==> src/design/nipd_pkg.sv <==
`default_nettype none

package nipd_pkg;

    // Field widths.
    localparam int KIND_W  = 2;
    localparam int WIDTH_W = 16;
    localparam int BYTE_W  = 8;
    localparam int SHIFT_W = 32;
    localparam int TICK_W  = 4;
    localparam int OUT_DATA_W = 24;

    // Default depth of the queue between front and back.
    localparam int QUEUE_DEPTH_DEF = 2;

    // Request kinds as they arrive on tuser.
    localparam logic [KIND_W-1:0] KIND_RISE = 2'd0;
    localparam logic [KIND_W-1:0] KIND_FALL = 2'd1;
    localparam logic [KIND_W-1:0] KIND_TICK = 2'd2;
    localparam logic [KIND_W-1:0] KIND_SCAN = 2'd3;

    // Pulse width windows in microseconds (exclusive bounds).
    localparam logic [WIDTH_W-1:0] ZERO_LO = 16'd300;
    localparam logic [WIDTH_W-1:0] ZERO_HI = 16'd800;
    localparam logic [WIDTH_W-1:0] ONE_LO  = 16'd1400;
    localparam logic [WIDTH_W-1:0] ONE_HI  = 16'd1800;
    localparam logic [WIDTH_W-1:0] REP_LO  = 16'd2000;
    localparam logic [WIDTH_W-1:0] REP_HI  = 16'd3000;
    localparam logic [WIDTH_W-1:0] LEAD_LO = 16'd4200;
    localparam logic [WIDTH_W-1:0] LEAD_HI = 16'd4700;

    // Ticks of 10 ms before the leader times out.
    localparam logic [TICK_W-1:0] TICK_LIMIT = 4'd14;

    // Classified operations handed from front to back.
    typedef logic [2:0] nipd_op_t;
    localparam nipd_op_t OP_ARM       = 3'd0;
    localparam nipd_op_t OP_FALL_NONE = 3'd1;
    localparam nipd_op_t OP_FALL_ZERO = 3'd2;
    localparam nipd_op_t OP_FALL_ONE  = 3'd3;
    localparam nipd_op_t OP_FALL_REP  = 3'd4;
    localparam nipd_op_t OP_FALL_LEAD = 3'd5;
    localparam nipd_op_t OP_TICK      = 3'd6;
    localparam nipd_op_t OP_SCAN      = 3'd7;

    // One result word; packed so that key_code sits in the lowest bits.
    typedef struct packed {
        logic              frame_ready;
        logic              leader_active;
        logic [BYTE_W-1:0] repeat_count;
        logic [BYTE_W-1:0] key_code;
    } nipd_result_t;

    localparam int RESULT_W = $bits(nipd_result_t);

endpackage

`default_nettype wire

==> src/design/nipd_front.sv <==
`default_nettype none

module nipd_front
    import nipd_pkg::*;
(
    input  wire logic [KIND_W-1:0]  req_type,
    input  wire logic [WIDTH_W-1:0] high_width,
    output nipd_op_t                op
);

    logic in_zero;
    logic in_one;
    logic in_rep;
    logic in_lead;

    // Window checks on the measured high width.
    assign in_zero = (high_width > ZERO_LO) && (high_width < ZERO_HI);
    assign in_one  = (high_width > ONE_LO)  && (high_width < ONE_HI);
    assign in_rep  = (high_width > REP_LO)  && (high_width < REP_HI);
    assign in_lead = (high_width > LEAD_LO) && (high_width < LEAD_HI);

    // Turn the request kind and width window into one operation code.
    always_comb begin
        op = OP_ARM;
        unique case (req_type)
            KIND_RISE: op = OP_ARM;
            KIND_FALL: begin
                priority if (in_zero) op = OP_FALL_ZERO;
                else if (in_one)      op = OP_FALL_ONE;
                else if (in_rep)      op = OP_FALL_REP;
                else if (in_lead)     op = OP_FALL_LEAD;
                else                  op = OP_FALL_NONE;
            end
            KIND_TICK: op = OP_TICK;
            KIND_SCAN: op = OP_SCAN;
            default:   op = OP_ARM;
        endcase
    end

endmodule

`default_nettype wire

==> src/design/nipd_queue.sv <==
`default_nettype none

module nipd_queue
    import nipd_pkg::*;
#(
    parameter int DEPTH = QUEUE_DEPTH_DEF
) (
    input  wire logic     aclk,
    input  wire logic     aresetn,
    input  wire logic     push,
    input  wire nipd_op_t push_op,
    output logic          full,
    input  wire logic     pop,
    output logic          not_empty,
    output nipd_op_t      head_op
);

    localparam int PTR_W = (DEPTH > 1) ? $clog2(DEPTH) : 1;
    localparam int CNT_W = $clog2(DEPTH + 1);
    localparam logic [PTR_W-1:0] LAST_PTR = PTR_W'(DEPTH - 1);
    localparam logic [CNT_W-1:0] FULL_CNT = CNT_W'(DEPTH);

    nipd_op_t         slot_reg [DEPTH];
    logic [PTR_W-1:0] wr_ptr_reg, wr_ptr_next;
    logic [PTR_W-1:0] rd_ptr_reg, rd_ptr_next;
    logic [CNT_W-1:0] count_reg,  count_next;

    assign full      = (count_reg == FULL_CNT);
    assign not_empty = (count_reg != '0);
    assign head_op   = slot_reg[rd_ptr_reg];

    // Pointer and fill count update.
    always_comb begin
        wr_ptr_next = wr_ptr_reg;
        rd_ptr_next = rd_ptr_reg;
        count_next  = count_reg;
        if (push) begin
            wr_ptr_next = (wr_ptr_reg == LAST_PTR) ? '0 : wr_ptr_reg + 1'b1;
        end
        if (pop) begin
            rd_ptr_next = (rd_ptr_reg == LAST_PTR) ? '0 : rd_ptr_reg + 1'b1;
        end
        if (push && !pop) begin
            count_next = count_reg + 1'b1;
        end else if (pop && !push) begin
            count_next = count_reg - 1'b1;
        end
    end

    always_ff @(posedge aclk) begin
        if (!aresetn) begin
            wr_ptr_reg <= '0;
            rd_ptr_reg <= '0;
            count_reg  <= '0;
        end else begin
            wr_ptr_reg <= wr_ptr_next;
            rd_ptr_reg <= rd_ptr_next;
            count_reg  <= count_next;
        end
    end

    // Queue slots hold payload only.
    always_ff @(posedge aclk) begin
        if (push) begin
            slot_reg[wr_ptr_reg] <= push_op;
        end
    end

endmodule

`default_nettype wire

==> src/design/nipd_back.sv <==
`default_nettype none

module nipd_back
    import nipd_pkg::*;
(
    input  wire logic              aclk,
    input  wire logic              aresetn,
    input  wire logic              cfg_wr_en,
    input  wire logic [BYTE_W-1:0] cfg_wr_data,
    input  wire logic              op_valid,
    input  wire nipd_op_t          op,
    output logic                   op_pop,
    output logic                   res_valid,
    input  wire logic              res_ready,
    output nipd_result_t           res
);

    logic [BYTE_W-1:0]  addr_reg;
    logic               leader_reg,  leader_next;
    logic               ready_reg,   ready_next;
    logic               armed_reg,   armed_next;
    logic [TICK_W-1:0]  tick_reg,    tick_next;
    logic [SHIFT_W-1:0] shift_reg,   shift_next;
    logic [BYTE_W-1:0]  repeats_reg, repeats_next;
    logic               res_valid_reg;
    nipd_result_t       res_reg,     res_next;

    logic [BYTE_W-1:0] a_byte, na_byte, c_byte, nc_byte;
    logic [BYTE_W-1:0] key;

    // Take an operation whenever the output register is free or being drained.
    assign op_pop    = op_valid && (!res_valid_reg || res_ready);
    assign res_valid = res_valid_reg;
    assign res       = res_reg;

    // Frame bytes, first received bit at bit 0.
    assign a_byte  = shift_reg[BYTE_W-1:0];
    assign na_byte = shift_reg[2*BYTE_W-1:BYTE_W];
    assign c_byte  = shift_reg[3*BYTE_W-1:2*BYTE_W];
    assign nc_byte = shift_reg[4*BYTE_W-1:3*BYTE_W];

    // State update for one operation.
    always_comb begin
        leader_next  = leader_reg;
        ready_next   = ready_reg;
        armed_next   = armed_reg;
        tick_next    = tick_reg;
        shift_next   = shift_reg;
        repeats_next = repeats_reg;
        key          = '0;
        unique case (op)
            OP_ARM: armed_next = 1'b1;
            OP_FALL_NONE: armed_next = 1'b0;
            OP_FALL_ZERO: begin
                armed_next = 1'b0;
                if (armed_reg && leader_reg) begin
                    shift_next = {1'b0, shift_reg[SHIFT_W-1:1]};
                end
            end
            OP_FALL_ONE: begin
                armed_next = 1'b0;
                if (armed_reg && leader_reg) begin
                    shift_next = {1'b1, shift_reg[SHIFT_W-1:1]};
                end
            end
            OP_FALL_REP: begin
                armed_next = 1'b0;
                if (armed_reg && leader_reg) begin
                    repeats_next = repeats_reg + 1'b1;
                    tick_next    = '0;
                end
            end
            OP_FALL_LEAD: begin
                armed_next = 1'b0;
                if (armed_reg && !leader_reg) begin
                    leader_next  = 1'b1;
                    repeats_next = '0;
                end
            end
            OP_TICK: begin
                if (leader_reg) begin
                    armed_next = 1'b0;
                    if (tick_reg == '0) begin
                        ready_next = 1'b1;
                    end
                    if (tick_reg < TICK_LIMIT) begin
                        tick_next = tick_reg + 1'b1;
                    end else begin
                        leader_next = 1'b0;
                        tick_next   = '0;
                    end
                end
            end
            OP_SCAN: begin
                if (ready_reg) begin
                    if ((a_byte == ~na_byte) && (a_byte == addr_reg)
                            && (c_byte == ~nc_byte)) begin
                        key = c_byte;
                    end
                    if ((key == '0) || !leader_reg) begin
                        ready_next   = 1'b0;
                        repeats_next = '0;
                    end
                end
            end
            default: armed_next = armed_reg;
        endcase

        res_next.key_code      = key;
        res_next.repeat_count  = repeats_next;
        res_next.leader_active = leader_next;
        res_next.frame_ready   = ready_next;
    end

    // Decoder state and output valid.
    always_ff @(posedge aclk) begin
        if (!aresetn) begin
            addr_reg      <= '0;
            leader_reg    <= 1'b0;
            ready_reg     <= 1'b0;
            armed_reg     <= 1'b0;
            tick_reg      <= '0;
            shift_reg     <= '0;
            repeats_reg   <= '0;
            res_valid_reg <= 1'b0;
        end else begin
            if (cfg_wr_en) begin
                addr_reg <= cfg_wr_data;
            end
            if (op_pop) begin
                leader_reg  <= leader_next;
                ready_reg   <= ready_next;
                armed_reg   <= armed_next;
                tick_reg    <= tick_next;
                shift_reg   <= shift_next;
                repeats_reg <= repeats_next;
            end
            if (op_pop) begin
                res_valid_reg <= 1'b1;
            end else if (res_ready) begin
                res_valid_reg <= 1'b0;
            end
        end
    end

    // Result word register.
    always_ff @(posedge aclk) begin
        if (op_pop) begin
            res_reg <= res_next;
        end
    end

endmodule

`default_nettype wire

==> src/design/nec_ir_pulse_decoder.sv <==
// NEC infrared pulse decoder.
// Input words arrive on s_tvalid/s_tready: s_tuser carries the request kind
// (rising edge, falling edge, 10 ms tick, scan request) and s_tdata the
// measured high width in microseconds, which only a falling edge uses.
// Every input word yields exactly one result word on m_tvalid/m_tready with
// the key code (nonzero only on a passing scan), the repeat count and the
// leader and frame-ready flags after that request.
// The expected address byte is written through cfg_wr_en/cfg_wr_data; the
// user must write it only while the decoder is idle; the block does not enforce it.
// A front stage classifies each word and writes it to a small queue; a back
// stage applies it to the decoder state and loads the output register.
// m_tvalid rises once the queued word has been applied and the output register
// loaded; one word per cycle is sustained while m_tready stays high.
// A stalled m_tready holds the output word; the queue absorbs up to
// QUEUE_DEPTH words before s_tready drops.
// Synchronous active-low reset clears the decoder state, the address, the
// queue and the output valid.
`default_nettype none

module nec_ir_pulse_decoder
    import nipd_pkg::*;
#(
    parameter int QUEUE_DEPTH = QUEUE_DEPTH_DEF
) (
    input  wire logic                  aclk,
    input  wire logic                  aresetn,
    input  wire logic                  cfg_wr_en,
    input  wire logic [BYTE_W-1:0]     cfg_wr_data,
    input  wire logic                  s_tvalid,
    output logic                       s_tready,
    input  wire logic [WIDTH_W-1:0]    s_tdata,   // [15:0] high_width
    input  wire logic [KIND_W-1:0]     s_tuser,   // [1:0] req_type
    output logic                       m_tvalid,
    input  wire logic                  m_tready,
    // [7:0] key_code, [15:8] repeat_count, [16] leader_active,
    // [17] frame_ready, [23:18] zero
    output logic [OUT_DATA_W-1:0]      m_tdata
);

    nipd_op_t     front_op;
    nipd_op_t     head_op;
    logic         q_full;
    logic         q_not_empty;
    logic         q_pop;
    logic         push;
    nipd_result_t res;

    assign s_tready = !q_full;
    assign push     = s_tvalid && !q_full;

    nipd_front u_front (
        .req_type   (s_tuser),
        .high_width (s_tdata),
        .op         (front_op)
    );

    nipd_queue #(
        .DEPTH (QUEUE_DEPTH)
    ) u_queue (
        .aclk      (aclk),
        .aresetn   (aresetn),
        .push      (push),
        .push_op   (front_op),
        .full      (q_full),
        .pop       (q_pop),
        .not_empty (q_not_empty),
        .head_op   (head_op)
    );

    nipd_back u_back (
        .aclk        (aclk),
        .aresetn     (aresetn),
        .cfg_wr_en   (cfg_wr_en),
        .cfg_wr_data (cfg_wr_data),
        .op_valid    (q_not_empty),
        .op          (head_op),
        .op_pop      (q_pop),
        .res_valid   (m_tvalid),
        .res_ready   (m_tready),
        .res         (res)
    );

    // Pad the result word to whole bytes.
    assign m_tdata = {(OUT_DATA_W - RESULT_W)'(0), res};

endmodule

`default_nettype wire

==> config.mk <==
export PLATFORM = sky130hd
export DESIGN_NAME = nec_ir_pulse_decoder
export DESIGN_NICKNAME = d
export VERILOG_FILES = /design/src/design/nipd_pkg.sv /design/src/design/nipd_front.sv /design/src/design/nipd_queue.sv /design/src/design/nipd_back.sv /design/src/design/nec_ir_pulse_decoder.sv
export SDC_FILE = /design/constraint.sdc
export NUM_CORES = 1
export LEC_CHECK = 0
export ABC_AREA = 1
export BUFFER_PORTS_ARGS = -buffer_cell sky130_fd_sc_hd__buf_2
export CAP_MARGIN = 20
export CORE_MARGIN = 2
export CORE_UTILIZATION = 55
export DETAILED_ROUTE_END_ITERATION = 6
export PLACE_DENSITY = 0.79
export SKIP_LAST_GASP = 1
export SLEW_MARGIN = 25
export SYNTH_ARGS = -nofsm -noshare
export SYNTH_HDL_FRONTEND = slang
export SYNTH_SLANG_ARGS = --single-unit
==> constraint.sdc <==
create_clock -name aclk -period 5.3 [get_ports aclk]
set_input_delay 0.265 -clock aclk [delete_from_list [all_inputs] [get_ports aclk]]
set_output_delay 0.265 -clock aclk [all_outputs]
set_load 0.01 [all_outputs]
### Yosys cells after proc, flatten, opt, wreduce, memory -nomap -nowiden

Memory sizes are Yosys's and may differ from the RTL's. A register that Yosys moved wholly into a read port is not among the register bits.
Cells that the tools add are included.

* flip-flop bits (word level): 78
* bits in writable memories: 6
* input port bits: 31
* word-level logic and storage cells: 126
* memories: 1

* $add $sub $neg: 6
* order comparisons: 9
* equal/unequal tests: 18
* multiplexer cells: 41
* bitwise logic cells: 2
* reductions and logical operators: 34

Memories
* u_queue.slot_reg: depth 2, width 3, rd ports 1, clocked after Yosys merged registers in 1, write ports 1, line nipd_queue.sv:23 `nipd_op_t slot_reg [DEPTH];`

Operators by type and width (number)
* $mux W32: 2
* $pmux W32 S2: 1
* $mux W8: 7
* $gt A16 B11 Y1 const B: 2
* $eq A8 B8 Y1: 3
* $pmux W8 S3: 1
* $gt A16 B13 Y1 const B: 1
* $gt A16 B9 Y1 const B: 1
* $lt A16 B10 Y1 const B: 1
* $lt A16 B11 Y1 const B: 1
* $lt A16 B12 Y1 const B: 1
* $lt A16 B13 Y1 const B: 1
* $mux W1: 16
* $not A8 Y8: 2
* $eq A3 B3 Y1 const B: 4
* $logic_and A1 B1 Y1: 12
* $mux W3: 4
* $mux W4: 3
* $pmux W3 S4: 1
* $reduce_bool A2 Y1: 5
* $add A8 B1 Y8 const B: 1
* $logic_not A8 Y1: 1
* $ne A2 B1 Y1 const B: 4
* $pmux W4 S2: 1
* other kinds (22): 34

### Longest topological paths before layout

* word-level depth: 12
* gate-level depth with buffers: 16
* gate-level depth less buffers: 16

### Cells and area by module

Synthesis repeated with hierarchy kept, for this count alone.

* cells, all modules: 673
* area, all modules: 4642.0 um^2

Modules (own cells, without submodules)
* nipd_back: times used 1, cells each 504, area an instance 3674.8 um^2, sequential area each 1661.6 um^2
* nipd_front: times used 1, cells each 117, area an instance 461.7 um^2, sequential area each 0.0 um^2
* nipd_queue: times used 1, cells each 42, area an instance 442.9 um^2, sequential area each 280.3 um^2
* nec_ir_pulse_decoder: times used 1, cells each 10, area an instance 62.6 um^2, sequential area each 0.0 um^2

### Least setup slack after synthesis

Ideal clock, no wire load.

* kind: reg2reg
* start point: register u_back.res_valid_reg, in the netlist u_back.res_valid
* end point: register u_back.res_reg, in the netlist u_back.res[0] (enable)
* arrival time: 1.379 ns
* required time: 4.909 ns
* setup slack: 3.530 ns
* cell stages (with the launch flop): 5
* path buffers: 1
* clock period less this slack: 1.770 ns
* path through: dfxtp_1 inv_1 nor2_1 a21oi_2 clkbuf_1

* word-level cells in the longest chain between the ends: 3

Ends and longest elaborated chain
* start, declared: line nipd_back.sv:25 `logic res_valid_reg;`
* start signal, assigned: line nipd_back.sv:125 `res_valid_reg <= 1'b0;`
* start signal, assigned: line nipd_back.sv:139 `res_valid_reg <= 1'b1;`
* start signal, assigned: line nipd_back.sv:141 `res_valid_reg <= 1'b0;`
* $logic_not A1 Y1: line nipd_back.sv:32 `assign op_pop = op_valid && (!res_valid_reg || res_ready);`
* $logic_or A1 B1 Y1: line nipd_back.sv:32
* $logic_and A1 B1 Y1: line nipd_back.sv:32
* via q_pop: line nec_ir_pulse_decoder.sv:44 `logic q_pop;`
* end signal, assigned: line nipd_back.sv:149 `res_reg <= res_next;`
* end, declared: line nipd_back.sv:26 `nipd_result_t res_reg, res_next;`

The timed path passes the listed nets, and every way through them passes these cells.
A chain may end at the register's enable or synchronous reset.

### Final worst setup path

* start point: register u_queue.count_reg[0]
* end point: register u_back.shift_reg[4]

* word-level cells in the longest chain between the ends: 3

Ends and longest elaborated chain
* start, declared: line nipd_queue.sv:26 `logic [CNT_W-1:0] count_reg, count_next;`
* start signal, assigned: line nipd_queue.sv:58 `count_reg <= count_next;`
* $reduce_bool A2 Y1: line nipd_queue.sv:29 `assign not_empty = (count_reg != '0);`
* $logic_and A1 B1 Y1: line nipd_back.sv:32
* $reduce_and A4 Y1 (no source line)
* end signal, assigned: line nipd_back.sv:135 `shift_reg <= shift_next;`
* end, declared: line nipd_back.sv:23 `logic [SHIFT_W-1:0] shift_reg, shift_next;`

No other way between the ends.

==> impl_results.md <==
* Status: finished, final reports clean
* Hpwl dp at 6560 µm
* Slew @ Worst Pin at 0.824 ns
* Critical Path RT at 5.54 ns
* Synthesized area per cell at 7.20 µm²
* Vias in the first global route at 3695
* CP arrival at 2.75 ns
* CP Capture Type: register
* DP Cell Count at 747
* GPL Wtd Cong at 0.856
* Most frequent cell after synthesis: nand2_1
* Yosys cell types at 43
* DRT iter0 DRCs at 158
* Synthesis Warnings at 0
* Post-synthesis compound-gate area fraction at 18.0%
* Cells after Synth at 611
* # Post-CTS Setup Buffers at 0
* P_int at 0.00133 W
* RSZ-0062 raised after global routing: false
* Final hold violations at 0
* GRT Total Usage at 22.0%
* Post-CTS Hold Fix Bufs at 0
* FF-to-FF setup slack at 2.78 ns
* XOR/XNOR Fraction of Synth Area at 2.19%
* Clock Pin Slew Worst Setup and Hold Paths at 0.09 ns
* Max Freq at 397 MHz
* Setup TNS at 0 ns
* Critical path's slowest cell: a21oi_4
* Post-Synth Adder-Cell Area at 1.14%
* Via count at 4006
* Synth cell count leaders: 136 x nand2_1, 85 x inv_1, 73 x nor2_1, 65 x o21ai_0, 61 x dfxtp_1
* Root buffer cell: clkbuf_8
* Max IR drop VDD at 0.213 mV
* Htree depth at 3
* Area growth syn-to-layout at 12.5%
* Die area at 8730 µm²
* Worst-skew pair later-pin latency at 0.36 ns
* Overflow after GRT at 0
* Mux contribution to synthesized area at 0%
* Diode count at 0
* Post-cts resize count at 0
* Switching pwr at 0.000816 W
* Power Dens Cells at 434 nW/µm²
* Detailed Route WL at 9170 µm
* Sw Share at 38.0%
* Final count of negative-setup-slack endpoints at 0
* Sequential area share after synthesis at 44.1%
* CTS tree: yes
* Critical path cell sequence: inv_1, a21oi_4, inv_1, nor4_4, buf_4, inv_1, o21ai_0, a21oi_1
* DR DRC count at 0
* Number of synthesized flops with an enable pin at 24
* IO Count at 57
* Layout cells sized above 1 at 13.1%
* CP most frequent cell: inv_1
* Ys flop type: dfxtp_1
* Vias per cell at 5.24
* Sink Count at 85
* Biggest area consumer among synthesized cells: dfxtp_1
* Largest family of logic cells by synthesized area: simple AND/OR/NAND/NOR gates
* Post-DRT Antenna Nets at 0
* Post-Route Utilization at 64.1%
* Fin nets at 693
* Hold crit path type: input pin to register
* Synth area leaders: dfxtp_1 28%, edfxtp_1 16%, nand2_1 12%
* Post-route minimum period at 2.52 ns
* Avg WL per Cell at 12.0 µm
* Share of the synthesized area in the top cell type at 27.8%
* Post-synthesis cell area at 4400 µm²
* #FFs+latches synth at 85
* Post-synthesis simple-gate area fraction at 24.2%
* Max_slew headroom at 45.1%
* Seq pwr share at 42.5%
* CP startpoint kind: register
* Worst path max stage delay at 0.46 ns
* Clock Tree Buf Depth at 2
* Count of non-filler cells in the finished layout at 765
* Initial antenna violation count at 0
* Initial Util at 56.9%
* Total Power at 0.00215 W
* P_leak at 2.13 nW
* Minimum hold slack at 0.118 ns
* Die W at 93.4 µm
* Crit Path Class: register to register
* First-pass GRT wire length at 15500 µm
* # fillers at 704
* Core ar. at 7730 µm²
* TritonCTS Buffers at 9
* Fin Clk Skew at 0.0102 ns
* Max-slew violation count at 0
* Die height at 93.4 µm
* Comb pwr share at 35.3%
* Largest register FFs at 32
* Ys async rst share at 0%
* Std cell rows at 32
* Router iterations before antenna repair at 7
* PortBufs at 50
* Largest net degree at the start of global routing at 56
* Max Fanout on Critical Path at 17
* Max cap viols at 0
* Period utilization at 47.5%
* Clock power frac at 22.3%
[stage by stage]
stage / worst slack, ns / instance area (µm²)
after global placement: 1.97 / 4710
after floorplan: 3.53 / 4420
final: 2.78 / 4950
after detailed placement: 1.83 / 4710
after global routing: 2.55 / 4950
after CTS: 1.83 / 4910
[cells by family (layout without fill, tap and decap cells)]
logic type               Yosys count  count (layout)
AND/OR/NAND/NOR                  252             252
AO/OA/AOI/OAI                    146             146
buffers and inverters            112             159
flip-flops                        85              85
XOR/XNOR                          11              11
adder cells (fa/ha/maj)            4               4
other                              1               6
[cell usage in the layout (no fill, tap or decap), types with 4 or more instances in the layout]
cell / Yosys / final
nor3_1: 9 / 9
buf_2: 5 / 50
nand2_1: 136 / 136
nand3_1: 14 / 14
xnor2_1: 5 / 5
o21ai_0: 65 / 65
edfxtp_1: 24 / 24
inv_1: 85 / 85
clkbuf_8: 0 / 10
xor2_1: 6 / 6
nand4_1: 8 / 8
conb_1: 1 / 6
a21oi_1: 59 / 59
dfxtp_1: 61 / 61
nor2_1: 73 / 73
inv_2: 4 / 4
ha_1: 4 / 4
[area by class of cell]
cell class                 instances  area (µm²)  area share, %
multi-input combinational        419        2040           41.3
sequential                        85        1940           39.2
inverter                          90         338           6.83
timing repair buffer              53         293           5.92
clock buffer                      10         138           2.78
tap                              102         128           2.58
clock inverter                     6        68.8           1.39
[routing by layer]
metal / up-vias / global-route usage [%] / share of wire [%]
met5: - / 0 / 0
met4: 0 / 8.46 / 2.0
met3: 23 / 4.75 / 6.1
met2: 139 / 38.4 / 47
met1: 1773 / 26.5 / 45
li1: 2071 / - / -
[final timing paths]
path                   startpoint  cells past startpoint                  end
max          u_queue.count_reg[0]                      8  u_back.shift_reg[4]
min                cfg_wr_data[1]                      3   u_back.addr_reg[1]
max reg2reg  u_queue.count_reg[0]                      8  u_back.shift_reg[4]
min reg2reg    u_queue.rd_ptr_reg                      1   u_queue.rd_ptr_reg
[worst max-delay path: cells and delay by family (launching register included)]
family	cells	cell delay, ns
flip-flops	1	0.31
AO/OA/AOI/OAI	3	0.77
buffers and inverters	4	0.85
AND/OR/NAND/NOR	1	0.45
[power groups by stage]
| stage | sequential, W | clock, W | combinational (W) |
|---|---|---|---|
| 2_1_floorplan | 0.000957 | 0 | 0.000482 |
| 3_3_place_gp | 0.000926 | 0 | 0.000684 |
| 3_5_place_dp | 0.000930 | 0 | 0.000712 |
| 4_1_cts | 0.000915 | 0.000484 | 0.000716 |
| 5_1_grt | 0.000928 | 0.000514 | 0.000854 |
| 6_report | 0.000913 | 0.000478 | 0.000757 |
Power figures use the tool's default switching activity.
